===== src/rtl/core/mbp_pkg.sv =====
package mbp_pkg;

    // Longest code accepted in one request; a larger bit_count is clipped to this.
    localparam int MAX_CODE_BITS = 32;

    localparam int CodeW   = 32;                 // width of code_value
    localparam int CntW    = 6;                  // width of bit_count
    localparam int CodeLim = (MAX_CODE_BITS < CodeW) ? MAX_CODE_BITS : CodeW;
    localparam int WinW    = CodeW + 8;          // 7 pending bits + code + guard bit
    localparam int TotW    = 6;                  // holds up to 7 + CodeW
    localparam int InDataW = 40;                 // code + count, padded to bytes

    typedef enum logic {
        OP_APPEND = 1'b0,
        OP_FLUSH  = 1'b1
    } op_t;

    typedef struct packed {
        logic load;      // take the request at the input
        logic emit;      // move the top byte of the window to the output
    } mbp_cmd_t;

    typedef struct packed {
        logic load_emits;  // request at the input completes at least one byte
        logic last_byte;   // the byte at the top of the window is the last one
        logic slot_free;   // output register can take a byte this cycle
    } mbp_sts_t;

endpackage


===== src/rtl/core/mbp_ctrl.sv =====
module mbp_ctrl (
    input  logic              aclk,
    input  logic              aresetn,
    input  logic              s_valid,
    input  mbp_pkg::mbp_sts_t sts,
    output logic              s_ready,
    output mbp_pkg::mbp_cmd_t cmd
);
    import mbp_pkg::*;

    typedef enum logic [1:0] {
        ST_IDLE = 2'b01,
        ST_EMIT = 2'b10
    } state_t;

    state_t state_reg, state_next;

    always_comb begin
        state_next = state_reg;
        s_ready    = 1'b0;
        cmd        = '0;
        case (state_reg)
            ST_IDLE: begin
                s_ready = 1'b1;
                if (s_valid) begin
                    cmd.load = 1'b1;
                    if (sts.load_emits) begin
                        state_next = ST_EMIT;
                    end
                end
            end
            ST_EMIT: begin
                if (sts.slot_free) begin
                    cmd.emit = 1'b1;
                    if (sts.last_byte) begin
                        state_next = ST_IDLE;
                    end
                end
            end
            default: begin
                state_next = ST_IDLE;
            end
        endcase
    end

    always_ff @(posedge aclk) begin
        if (!aresetn) begin
            state_reg <= ST_IDLE;
        end else begin
            state_reg <= state_next;
        end
    end

endmodule


===== src/rtl/core/mbp_dp.sv =====
module mbp_dp (
    input  logic                         aclk,
    input  logic                         aresetn,
    input  logic [mbp_pkg::InDataW-1:0]  s_data,
    input  logic                         s_user,
    input  mbp_pkg::mbp_cmd_t            cmd,
    output mbp_pkg::mbp_sts_t            sts,
    input  logic                         m_ready,
    output logic                         m_valid,
    output logic [7:0]                   m_data,
    output logic                         m_last
);
    import mbp_pkg::*;

    // Window holds the unsent bits left aligned; everything below them is zero.
    logic [WinW-1:0]  win_reg, win_next;
    logic [TotW-1:0]  total_reg, total_next;
    logic             m_valid_reg, m_valid_next;
    logic [7:0]       m_data_reg;
    logic             m_last_reg;

    logic [CodeW-1:0] code;
    logic [CntW-1:0]  cnt_raw, cnt, sh;
    logic [CodeW-1:0] code_left;
    logic [WinW-1:0]  code_ext;
    logic [TotW-1:0]  load_total;
    logic [WinW-1:0]  load_win;
    op_t              op;

    assign code    = s_data[CodeW-1:0];
    assign cnt_raw = s_data[CodeW +: CntW];
    assign op      = op_t'(s_user);

    always_comb begin
        cnt = (cnt_raw > CntW'(CodeLim)) ? CntW'(CodeLim) : cnt_raw;
        // left-justify the code; shifting out the top drops the unused high bits
        sh        = CntW'(CodeW) - cnt;
        code_left = code << sh;
        code_ext  = {code_left, 8'b0};
        if (op == OP_FLUSH) begin
            load_win   = win_reg;
            load_total = (total_reg != '0) ? TotW'(8) : '0;
        end else begin
            load_win   = win_reg | (code_ext >> total_reg[2:0]);
            load_total = total_reg + TotW'(cnt);
        end
    end

    assign sts.load_emits = (load_total >= TotW'(8));
    assign sts.last_byte  = (total_reg < TotW'(16));
    assign sts.slot_free  = !m_valid_reg || m_ready;

    always_comb begin
        win_next     = win_reg;
        total_next   = total_reg;
        m_valid_next = m_valid_reg && !m_ready;
        if (cmd.load) begin
            win_next   = load_win;
            total_next = load_total;
        end else if (cmd.emit) begin
            win_next     = win_reg << 8;
            total_next   = total_reg - TotW'(8);
            m_valid_next = 1'b1;
        end
    end

    always_ff @(posedge aclk) begin
        if (!aresetn) begin
            win_reg     <= '0;
            total_reg   <= '0;
            m_valid_reg <= 1'b0;
        end else begin
            win_reg     <= win_next;
            total_reg   <= total_next;
            m_valid_reg <= m_valid_next;
        end
    end

    always_ff @(posedge aclk) begin
        if (cmd.emit) begin
            m_data_reg <= win_reg[WinW-1 -: 8];
            m_last_reg <= sts.last_byte;
        end
    end

    assign m_valid = m_valid_reg;
    assign m_data  = m_data_reg;
    assign m_last  = m_last_reg;

endmodule


===== src/rtl/core/msb_first_bit_packer.sv =====
// MSB-first bit packer: each append request adds the low bit_count bits of
// code_value (clipped to 32) to the bit stream, and every full byte leaves on
// the master side with the earliest bit in bit 7; tlast marks the final byte
// a request produced. A flush request zero-pads a partial byte and sends it.
// Up to seven bits stay pending between requests. Requests are taken one at
// a time: after the accept, the controller sends one byte per cycle from a
// 40-bit window while m_axis_tready allows, and takes no new request until
// the request's final byte has been handed to the output register.
module msb_first_bit_packer (
    input  logic                         aclk,
    input  logic                         aresetn,
    input  logic                         s_axis_tvalid,
    output logic                         s_axis_tready,
    input  logic [mbp_pkg::InDataW-1:0]  s_axis_tdata,  // code_value[31:0], bit_count[37:32]
    input  logic                         s_axis_tuser,  // operation
    output logic                         m_axis_tvalid,
    input  logic                         m_axis_tready,
    output logic [7:0]                   m_axis_tdata,  // out_byte[7:0]
    output logic                         m_axis_tlast
);
    import mbp_pkg::*;

    mbp_cmd_t cmd;
    mbp_sts_t sts;

    mbp_ctrl u_ctrl (
        .aclk    (aclk),
        .aresetn (aresetn),
        .s_valid (s_axis_tvalid),
        .sts     (sts),
        .s_ready (s_axis_tready),
        .cmd     (cmd)
    );

    mbp_dp u_dp (
        .aclk    (aclk),
        .aresetn (aresetn),
        .s_data  (s_axis_tdata),
        .s_user  (s_axis_tuser),
        .cmd     (cmd),
        .sts     (sts),
        .m_ready (m_axis_tready),
        .m_valid (m_axis_tvalid),
        .m_data  (m_axis_tdata),
        .m_last  (m_axis_tlast)
    );

endmodule


===== config.mk =====
export PLATFORM = sky130hd
export DESIGN_NAME = msb_first_bit_packer
export DESIGN_NICKNAME = d
export VERILOG_FILES = /design/src/rtl/core/mbp_pkg.sv /design/src/rtl/core/mbp_ctrl.sv /design/src/rtl/core/mbp_dp.sv /design/src/rtl/core/msb_first_bit_packer.sv
export SDC_FILE = /design/constraint.sdc
export NUM_CORES = 1
export LEC_CHECK = 0
export BUFFER_PORTS_ARGS = -buffer_cell sky130_fd_sc_hd__buf_2
export CAP_MARGIN = 20
export CORE_UTILIZATION = 55
export DETAILED_ROUTE_END_ITERATION = 12
export PLACE_DENSITY_LB_ADDON = 0.2
export SLEW_MARGIN = 20
export SYNTH_ARGS = -nofsm -noshare
export SYNTH_HDL_FRONTEND = slang
export SYNTH_HIERARCHICAL = 1
export SYNTH_SLANG_ARGS = --single-unit

===== constraint.sdc =====
create_clock -name aclk -period 4.43 [get_ports aclk]
set_input_delay 0.886 -clock aclk [delete_from_list [all_inputs] [get_ports aclk]]
set_output_delay 0.886 -clock aclk [all_outputs]
set_load 0.02 [all_outputs]

==> results by group, run 1 <==
Detailed routing
  – DRT antenna net count: 0
  – Final wirelength: 15.5 mm
  – DR pass1 iterations: 5
  – Vias: between 5000 and 6000
  – DRC viols: 0
  – DR WL/cell: 19.6 um
  – DR vias/cell: roughly 6.7
  – Number of DRC markers in iteration 0: 329

CTS
  – Number of post-CTS setup repair buffers: 0
  – CTS sink cnt: 57
  – Clock transition at path regs: 60 ps
  – CTS resizes: 0
  – CTS tree: done
  – Post-CTS Hold Buffers: 0
  – Clk_lat worst skew: 340 ps
  – CTS Buf Count: 9
  – H-tree depth: 3
  – Root buf cell: clkbuf_8
  – Clk buf depth: 2

Synth
  – Yosys Warn Count: 6
  – Number of flops mapped to enable cells by yosys: 9
  – Seq/Total Area, Yosys: 21.7%
  – Yosys top cell area share: 16.9%
  – Ys async rst share: 0%
  – Count of cell types in the netlist: 80
  – Synthesized area per cell: 9.07 um2
  – Mapped Cells: 625
  – Synth area leaders: dfxtp_1 (17%), mux2i_1 (12%), mux4_2 (11%), o221ai_1 (4.8%), edfxtp_1 (4.8%)
  – Main flop type after synthesis: dfxtp_1
  – Synth Register Bits: between 50 and 60
  – Syn_nets: 678
  – Biggest area consumer among synthesized cells: dfxtp_1
  – Post-Syn Area: 0.00567 mm2

Power and ir drop
  – Power consumption: roughly 0.0018 W
  – Pwr Density: 295 mW/mm2
  – Leakage power: 2.49 nW
  – Clk network pwr share: between 20% and 30%
  – Internal power: 0.00111 W
  – Seq pwr share: approximately a third
  – Combinational power share: between 40% and 50%
  – Worst VDD drop: 0.171 mV
  – Switching Power: 0.000677 W
  – Sw Ratio: between 30% and 40%

Worst setup path
  – Crit Path Class: in2reg
  – Required time of the worst setup path: 4700 ps
  – Arrival @ worst endpoint: 4210 ps
  – Reg2Reg Depth: 11
  – Crit path from: s_axis_tdata[37]
  – CP endpoint kind: flop
  – Worst flop-to-flop path endpoint: u_dp/win_reg[37]
  – R2R Path Start: u_ctrl/state_reg[0]
  – Crit path to: u_dp/win_reg[35]
  – Startpoint Class: input port
  – Worst R2R Setup Slack: 1630 ps
  – Crit path max fanout: 33

Placed design
  – Detailed-placement wirelength estimate: 11.8 mm
  – GP Congestion: 0.963
  – Port buffer count: 53

Timing
  – Min cycle time layout: 3940 ps
  – Number of setup violations in the final report: 0
  – RSZ-0062 raised after global routing: no
  – Period utilization: 88.9%
  – Slew HR: a little under half
  – Final hold violation count: 0
  – Fin Setup TNS: 0 ps
  – Fmax: about 250 MHz
  – Slew Limit Fails: 0
  – Layout Skew: 8.16 ps
  – Least-Margin Pin Slew: 813 ps

Floorplanning
  – Die width: 104 um
  – Total core area: 0.00986 mm2
  – IO Count: 56
  – Die H: slightly above 100 um
  – Rows: 36
  – Initial core utilization: 57.5%
  – Die area: 0.0107 mm2

Cells and area
  – Max reg flops: 39
  – Highest-count cells in the layout ignoring fill and taps: mux2i_1 (66), buf_2 (53), dfxtp_1 (48)
  – P&R area growth vs syn: 6.71%
  – NumNets Final: 706
  – Area used by multi-input combinational logic: 0.00395 mm2
  – FF/Latch Area: 0.00123 mm2
  – Share of layout cells above drive strength 1: 21.0%
  – Fillers: 893
  – Commonest non-fill, non-tap cell in the layout: mux2i_1
  – Ant diodes: 0

Hold path
  – Hold_sp: u_dp/win_reg[36]
  – Hold Crit Class: reg2reg

Global routing
  – GRT Total Usage: 29.4%
  – Largest net degree at the start of global routing: 37
  – Initial antenna violation count: 0
  – Total gr overflow: 0
  – Vias in the first global route: around 5000
  – First-pass GRT wire length: 25.4 mm

Flow run
  – Max-cap violations: 0

Status
  – Outcome: finished clean
==> area by class of cell <==
class	instances	area share [%]
timing repair buffer	68	6.45
multi-input combinational	476	65.3
clock inverter	4	0.331
tap	133	2.75
sequential	57	20.4
inverter	41	2.54
clock buffer	12	2.23
==> cell families after synthesis <==
family | count (synthesis) | share of synthesized area [%]
mux | 110 | 29.0
simple gates | 169 | 14.9
compound gates | 180 | 22.2
flops | 57 | 21.7
fa+ha+maj | 8 | 1.90
xor+xnor | 9 | 1.72
buf+inv | 92 | 8.61
==> metrics by stage <==
stage	setup slack [ps]	hold WS (ps)	std cells	cell area (um2)	utilization (%)
floorplan	304	403	625	5670	-
global placement	297	418	775	5890	59.8
detailed placement	220	419	775	5890	59.8
CTS	563	435	791	6050	61.3
global route	287	441	791	6050	61.3
finish	493	436	791	6050	61.3
==> routing by layer <==
| metal | share of wire, % | GRT usage, % | up-vias | routed length, um |
|---|---|---|---|---|
| met3 | 4.7 | 3.08 | 36 | 731 |
| met2 | 47 | 48.8 | 222 | 7360 |
| met4 | 3.7 | 13.7 | 0 | 573 |
| li1 | - | - | 2485 | - |
| met5 | 0 | 0 | - | 0 |
| met1 | 44 | 38.6 | 2552 | 6830 |
==> worst min path at each step <==
stage | cells after the start | end | slack, ps
3_3_place_gp | 0 | u_dp/m_data[7] | 420
6_report | 0 | u_dp/m_data[4] | 440
5_1_grt | 0 | u_dp/m_data[4] | 440
3_5_place_dp | 0 | u_dp/m_data[4] | 420
4_1_cts | 0 | u_dp/m_data[4] | 430
2_1_floorplan | 0 | u_dp/m_data[2] | 400
==> worst max-delay path, cell delays in order <==
cell and delay [ps]:
buf_2 170, nand2b_1 200, ha_1 340, buf_12 220
mux2i_1 180, mux4_2 560, a22oi_1 480, a211oi_1 230
mux4_2 530, o221ai_1 200, nor3b_2 180
==> Yosys cell counts (all sizes together) (13+ instances only) <==
cell,n
mux2i,69
dfxtp,48
nand2,48
nor2,44
inv,41
mux4,38
o221ai,32
o21ai,30
a21oi,29
buf,28
a31oi,25
clkbuf,20
o22ai,18
nand3,17
nor3,13
==> power groups by stage <==
stage | logic (W) | clock network, W | registers [W]
global placement | 0.000754 | 0 | 0.000607
CTS | 0.000776 | 0.000401 | 0.000598
detailed placement | 0.000773 | 0 | 0.000609
global route | 0.000852 | 0.000424 | 0.000604
floorplan | 0.000603 | 0 | 0.000598
finish | 0.000790 | 0.000394 | 0.000599
Note: power is estimated with default switching activity, not from simulation.
==> run 2, diff against run 1 <==
CORE_ASPECT_RATIO = 2   (was default)
==> results by group, run 2 (same netlist as run 1, synthesis figures left out) <==
Power and ir drop
  – Pwr Density: roughly 340 mW/mm2
  – Leakage power: about 2.6 nW
  – Worst VDD drop: 0.184 mV
  – Power consumption: approximately 0.0021 W

Floorplanning
  – Die area: 0.0107 mm2
  – Die H: 146 um
  – Rows: between 50 and 60
  – IO Count: 56
  – Initial core utilization: around 56%
  – Die width: 73.8 um
  – Total core area: about 0.010 mm2

Detailed routing
  – DR pass1 iterations: 6
  – Vias: 5338
  – DR WL/cell: 20.2 um
  – DRC viols: 0
  – Number of DRC markers in iteration 0: between 300 and 400
  – Final wirelength: between 15 and 20 mm
  – DR vias/cell: ~6.7
  – DRT antenna net count: 0

Global routing
  – Vias in the first global route: roughly 5300
  – Largest net degree at the start of global routing: 37
  – Initial antenna violation count: 0
  – First-pass GRT wire length: 26.1 mm
  – GRT Total Usage: 32.0%
  – Total gr overflow: 0

Cells and area
  – Final cell count without fillers: 799
  – Max reg flops: 39
  – NumNets Final: 712
  – Utilization after layout: 62.2%
  – Ant diodes: 0
  – Share of layout cells above drive strength 1: 22.1%
  – P&R area growth vs syn: 10.6%
  – Highest-count cells in the layout ignoring fill and taps: mux2i_1 (66), buf_2 (53), dfxtp_1 (48)
  – Commonest non-fill, non-tap cell in the layout: mux2i_1

Timing
  – Number of setup violations in the final report: 0
  – Slew HR: 45.6%
  – Period utilization: approximately 90%
  – Tightest hold margin: between 400 and 500 ps
  – Least-Margin Pin Slew: 815 ps
  – Layout Skew: 5.11 ps
  – Final hold violation count: 0
  – Fin Setup TNS: 0 ps
  – Fmax: around 250 MHz
  – Slew Limit Fails: 0
  – Min cycle time layout: 3970 ps
  – RSZ-0062 raised after global routing: no

Hold path
  – Hold Crit Class: reg2reg

CTS
  – Clk_lat worst skew: 320 ps
  – CTS resizes: 0
  – CTS sink cnt: 57
  – Number of post-CTS setup repair buffers: 0
  – Root buf cell: clkbuf_16
  – CTS Buf Count: 9
  – Clk buf depth: 2
  – Clock transition at path regs: 50 ps
  – CTS tree: done
  – Post-CTS Hold Buffers: 0
  – H-tree depth: 3

Worst setup path
  – Required time of the worst setup path: 4590 ps
  – Crit Path Class: in2reg
  – CP endpoint kind: flop
  – Arrival @ worst endpoint: just over 4000 ps
  – Startpoint Class: input port
  – Worst R2R Setup Slack: 1790 ps
  – Crit path max fanout: 13

Flow run
  – Max-cap violations: 0

Placed design
  – Port buffer count: 53
  – Detailed-placement wirelength estimate: 12.7 mm
  – Placed cells: slightly below 800
  – GP Congestion: 1.04

Status
  – Outcome: finished clean
-- run 2: area by class of cell --
| class | instances | area [um2] |
|---|---|---|
| clock buffer | 13 | 260 |
| inverter | 41 | 154 |
| timing repair buffer | 74 | 435 |
| sequential | 57 | 1230 |
| multi-input combinational | 476 | 3960 |
| tap | 135 | 169 |
| clock inverter | 3 | 65.1 |
| fill | 898 | 3810 |
-- run 2: path summary, 6_finish.rpt --
check	from	end	cells after the start
min	u_dp/win_reg[36]	u_dp/m_data[4]	0
min reg2reg	u_dp/win_reg[36]	u_dp/m_data[4]	0
max reg2reg	u_dp/total_reg[1]	u_ctrl/state_reg[1]	10
max	s_axis_tdata[37]	u_dp/win_reg[31]	12
-- run 2: per-layer routing --
metal  track usage, %  vias up  part of all wire [%]
met5                0        -                     0
met4             26.4        0                   9.1
met3             3.32       78                   3.2
met2             56.1      202                    53
met1             32.5     2565                    35
li1                 -     2493                     -
-- run 2: metrics by stage --
step | setup WS, ps | instance area [um2]
after floorplan | 304 | 5670
after global placement | 228 | 5950
after detailed placement | 173 | 5950
after CTS | 507 | 6270
after global routing | 257 | 6270
final | 460 | 6270
-- run 2: critical path, stage by stage --
cell and delay [ps]:
buf_2 210, nand2b_1 170, ha_1 280, buf_4 190, nor3b_1 430, o221ai_2 160, nand2_1 390, or3_1 230
o221ai_1 250, mux4_2 580, nor4_1 260, a311oi_1 90
-- run 2: power by group --
part | switching, W | internal, W | leakage, nW
combinational | 0.000449 | 0.000350 | 1.97
clock | 0.000222 | 0.000521 | 0.160
sequential | 0.0000356 | 0.000566 | 0.477
==> run 3, diff against run 2 <==
ABC_AREA = 1   (was default)
==> results by group, run 3 <==
Timing
  – Fmax: slightly below 300 MHz
  – Tightest hold margin: 451 ps
  – Fin Setup TNS: 0 ps
  – Number of setup violations in the final report: 0
  – Final hold violation count: 0
  – Least-Margin Pin Slew: between 900 and 1000 ps
  – Setup ws final: 983 ps
  – Slew HR: 33.8%
  – Layout Skew: 8.02 ps
  – RSZ-0062 raised after global routing: no
  – Min cycle time layout: between 3000 and 4000 ps
  – Period utilization: 77.8%
  – Slew Limit Fails: 0

Global routing
  – Vias in the first global route: between 6000 and 7000
  – First-pass GRT wire length: 29.0 mm
  – Largest net degree at the start of global routing: 63
  – GRT Total Usage: between 30 and 40%
  – Initial antenna violation count: 0
  – Total gr overflow: 0

Synth
  – Cell with the most instances after synthesis: nand2_1
  – Synthesized area per cell: 5.77 um2
  – Biggest area consumer among synthesized cells: nand3_1
  – Synth area leaders: nand3_1 (24%), nand2_1 (18%), dfxtp_1 (16%), edfxtp_1 (4.5%), inv_1 (3.9%)
  – Synth Register Bits: 57
  – Syn_nets: around 1100
  – Synth cell count leaders: nand2_1 (293), nand3_1 (291), inv_1 (62), nor2_1 (56), dfxtp_1 (48)
  – Seq/Total Area, Yosys: 20.5%
  – Post-Syn Area: 0.00601 mm2
  – Number of flops mapped to enable cells by yosys: 9
  – Ys async rst share: 0%
  – Main flop type after synthesis: dfxtp_1
  – Yosys top cell area share: between 20% and 30%
  – Mapped Cells: approximately 1000
  – Count of cell types in the netlist: 43
  – Yosys Warn Count: 6

Detailed routing
  – Vias: between 6000 and 7000
  – Final wirelength: 17.6 mm
  – DR pass1 iterations: 6
  – DR vias/cell: 5.86
  – Number of DRC markers in iteration 0: approximately 590
  – DRT antenna net count: 0
  – DRC viols: 0
  – DR WL/cell: about 15 um

Worst setup path
  – Arrival @ worst endpoint: 3640 ps
  – Most common cell on crit path: nand2_1
  – Reg2Reg Depth: 9
  – Startpoint Class: input port
  – Max incr delay on CP: 600 ps
  – Worst path bufs/invs: 3
  – CP endpoint kind: flop
  – Crit path max fanout: 30
  – Crit-path cells: buf_2, inv_2, nand2_1, ha_1, inv_1, o21ai_0, nand2_1, nand3_1, nand3_1, nand3_1, nand2_1, nand2_1, nand3_1, nand2_1, o21ai_1, a21oi_1
  – Critical path depth: 16
  – Required time of the worst setup path: 4620 ps
  – Crit Path Class: in2reg
  – Slowest cell on crit path: inv_1
  – CP top delay family: simple AND/OR/NAND/NOR gates

Power and ir drop
  – Worst VDD drop: 0.211 mV
  – Clk network pwr share: 32.0%
  – Internal power: ~0.0013 W
  – Switching Power: 0.000848 W
  – Sw Ratio: ~40%
  – Leakage power: 3.13 nW
  – Combinational power share: 40.2%
  – Pwr Density: 328 mW/mm2
  – Seq pwr share: about 28%

CTS
  – Clk_lat worst skew: 330 ps
  – Post-CTS Hold Buffers: 0
  – CTS Buf Count: 9
  – Root buf cell: clkbuf_16
  – Clock transition at path regs: 50 ps
  – CTS sink cnt: 57
  – Number of post-CTS setup repair buffers: 0
  – CTS resizes: 0
  – CTS tree: done
  – H-tree depth: 3
  – Clk buf depth: 2

Cells and area
  – NumNets Final: 1104
  – FF/Latch Area: about 0.0012 mm2
  – Fillers: ~1100
  – P&R area growth vs syn: 7.96%
  – Commonest non-fill, non-tap cell in the layout: nand2_1
  – Ant diodes: 0
  – Area used by multi-input combinational logic: 0.00415 mm2
  – Max reg flops: 39
  – Share of layout cells above drive strength 1: between 15 and 20%
  – Utilization after layout: 61.5%
  – Highest-count cells in the layout ignoring fill and taps: nand2_1 (292), nand3_1 (291), inv_1 (62)

Hold path
  – Hold path depth: 0
  – Hold Crit Class: reg2reg

Status
  – Outcome: finished clean

Floorplanning
  – Die width: around 76 um
  – Total core area: roughly 0.011 mm2
  – IO Count: 56
  – Initial core utilization: between 50% and 60%
  – Die H: 150 um
  – Die area: 0.0114 mm2
  – Rows: 53

Placed design
  – Port buffer count: 53
  – GP Congestion: 0.981
  – Detailed-placement wirelength estimate: about 13 mm
  – Pre-CTS WS: 704 ps

Flow run
  – Max-cap violations: 0
-- run 3: cell types whose count changed after synthesis, moves of 11 or more --
| cell | delta |
|---|---|
| nor2_1 | +12 |
| mux2i_1 | -66 |
| mux4_2 | -28 |
| nand2_1 | +246 |
| a21oi_2 | +11 |
| o221ai_1 | -31 |
| nand3_1 | +274 |
| a31oi_1 | -22 |
| o22ai_1 | -17 |
| o21ai_0 | +17 |
| nor3_1 | -11 |
| inv_1 | +25 |
| nand2_2 | +14 |
| or2_2 | +17 |
-- run 3: stage by stage --
step	total power, W	instances	instance area (um2)
finish	0.00213	1193	6480
global placement	0.00143	1177	6190
CTS	0.00212	1193	6480
detailed placement	0.00144	1177	6190
floorplan	0.00126	1040	6010
global route	0.00226	1193	6480
-- run 3: area by class of cell --
type | instances | share of cell area (%)
multi-input combinational | 845 | 64.0
sequential | 57 | 19.0
timing repair buffer | 66 | 5.60
inverter | 72 | 4.21
clock buffer | 9 | 3.47
tap | 137 | 2.64
clock inverter | 7 | 1.10
-- run 3: power groups by stage --
stage,Sequential (W),Clock [W],Combinational [W]
2_1_floorplan,0.000594,0,0.000666
3_3_place_gp,0.000600,0,0.000831
3_5_place_dp,0.000601,0,0.000837
4_1_cts,0.000591,0.000685,0.000841
5_1_grt,0.000596,0.000706,0.000956
6_report,0.000592,0.000681,0.000856
-- run 3: routing by layer --
| layer | track usage, % | vias up | part of all wire [%] |
|---|---|---|---|
| met3 | 2.90 | 71 | 3.9 |
| met2 | 57.3 | 255 | 52 |
| met1 | 35.3 | 3168 | 37 |
| met5 | 0 | - | 0 |
| met4 | 23.1 | 0 | 6.8 |
| li1 | - | 3498 | - |
-- run 3: logic make-up (layout without fill, tap and decap cells) --
kind of cell / Yosys count / in the layout / synth area share [%]
AOI/OAI and AO/OA: 125 / 125 / 12.3
xor gates and xnor gates: 3 / 3 / 0.438
adders and majority gates: 8 / 8 / 1.79
buffers and inverters: 138 / 154 / 10.5
DFF: 57 / 57 / 20.5
and+or+nand+nor: 709 / 709 / 54.5
-- run 3: final timing paths --
path,startpoint,slack (ps),to
setup / recovery,s_axis_tdata[37],980,u_dp/win_reg[37]
hold / removal,u_dp/win_reg[33],450,u_dp/m_data[1]
setup reg to reg,u_ctrl/state_reg[1],1810,u_dp/win_reg[27]
hold reg to reg,u_dp/win_reg[33],450,u_dp/m_data[1]
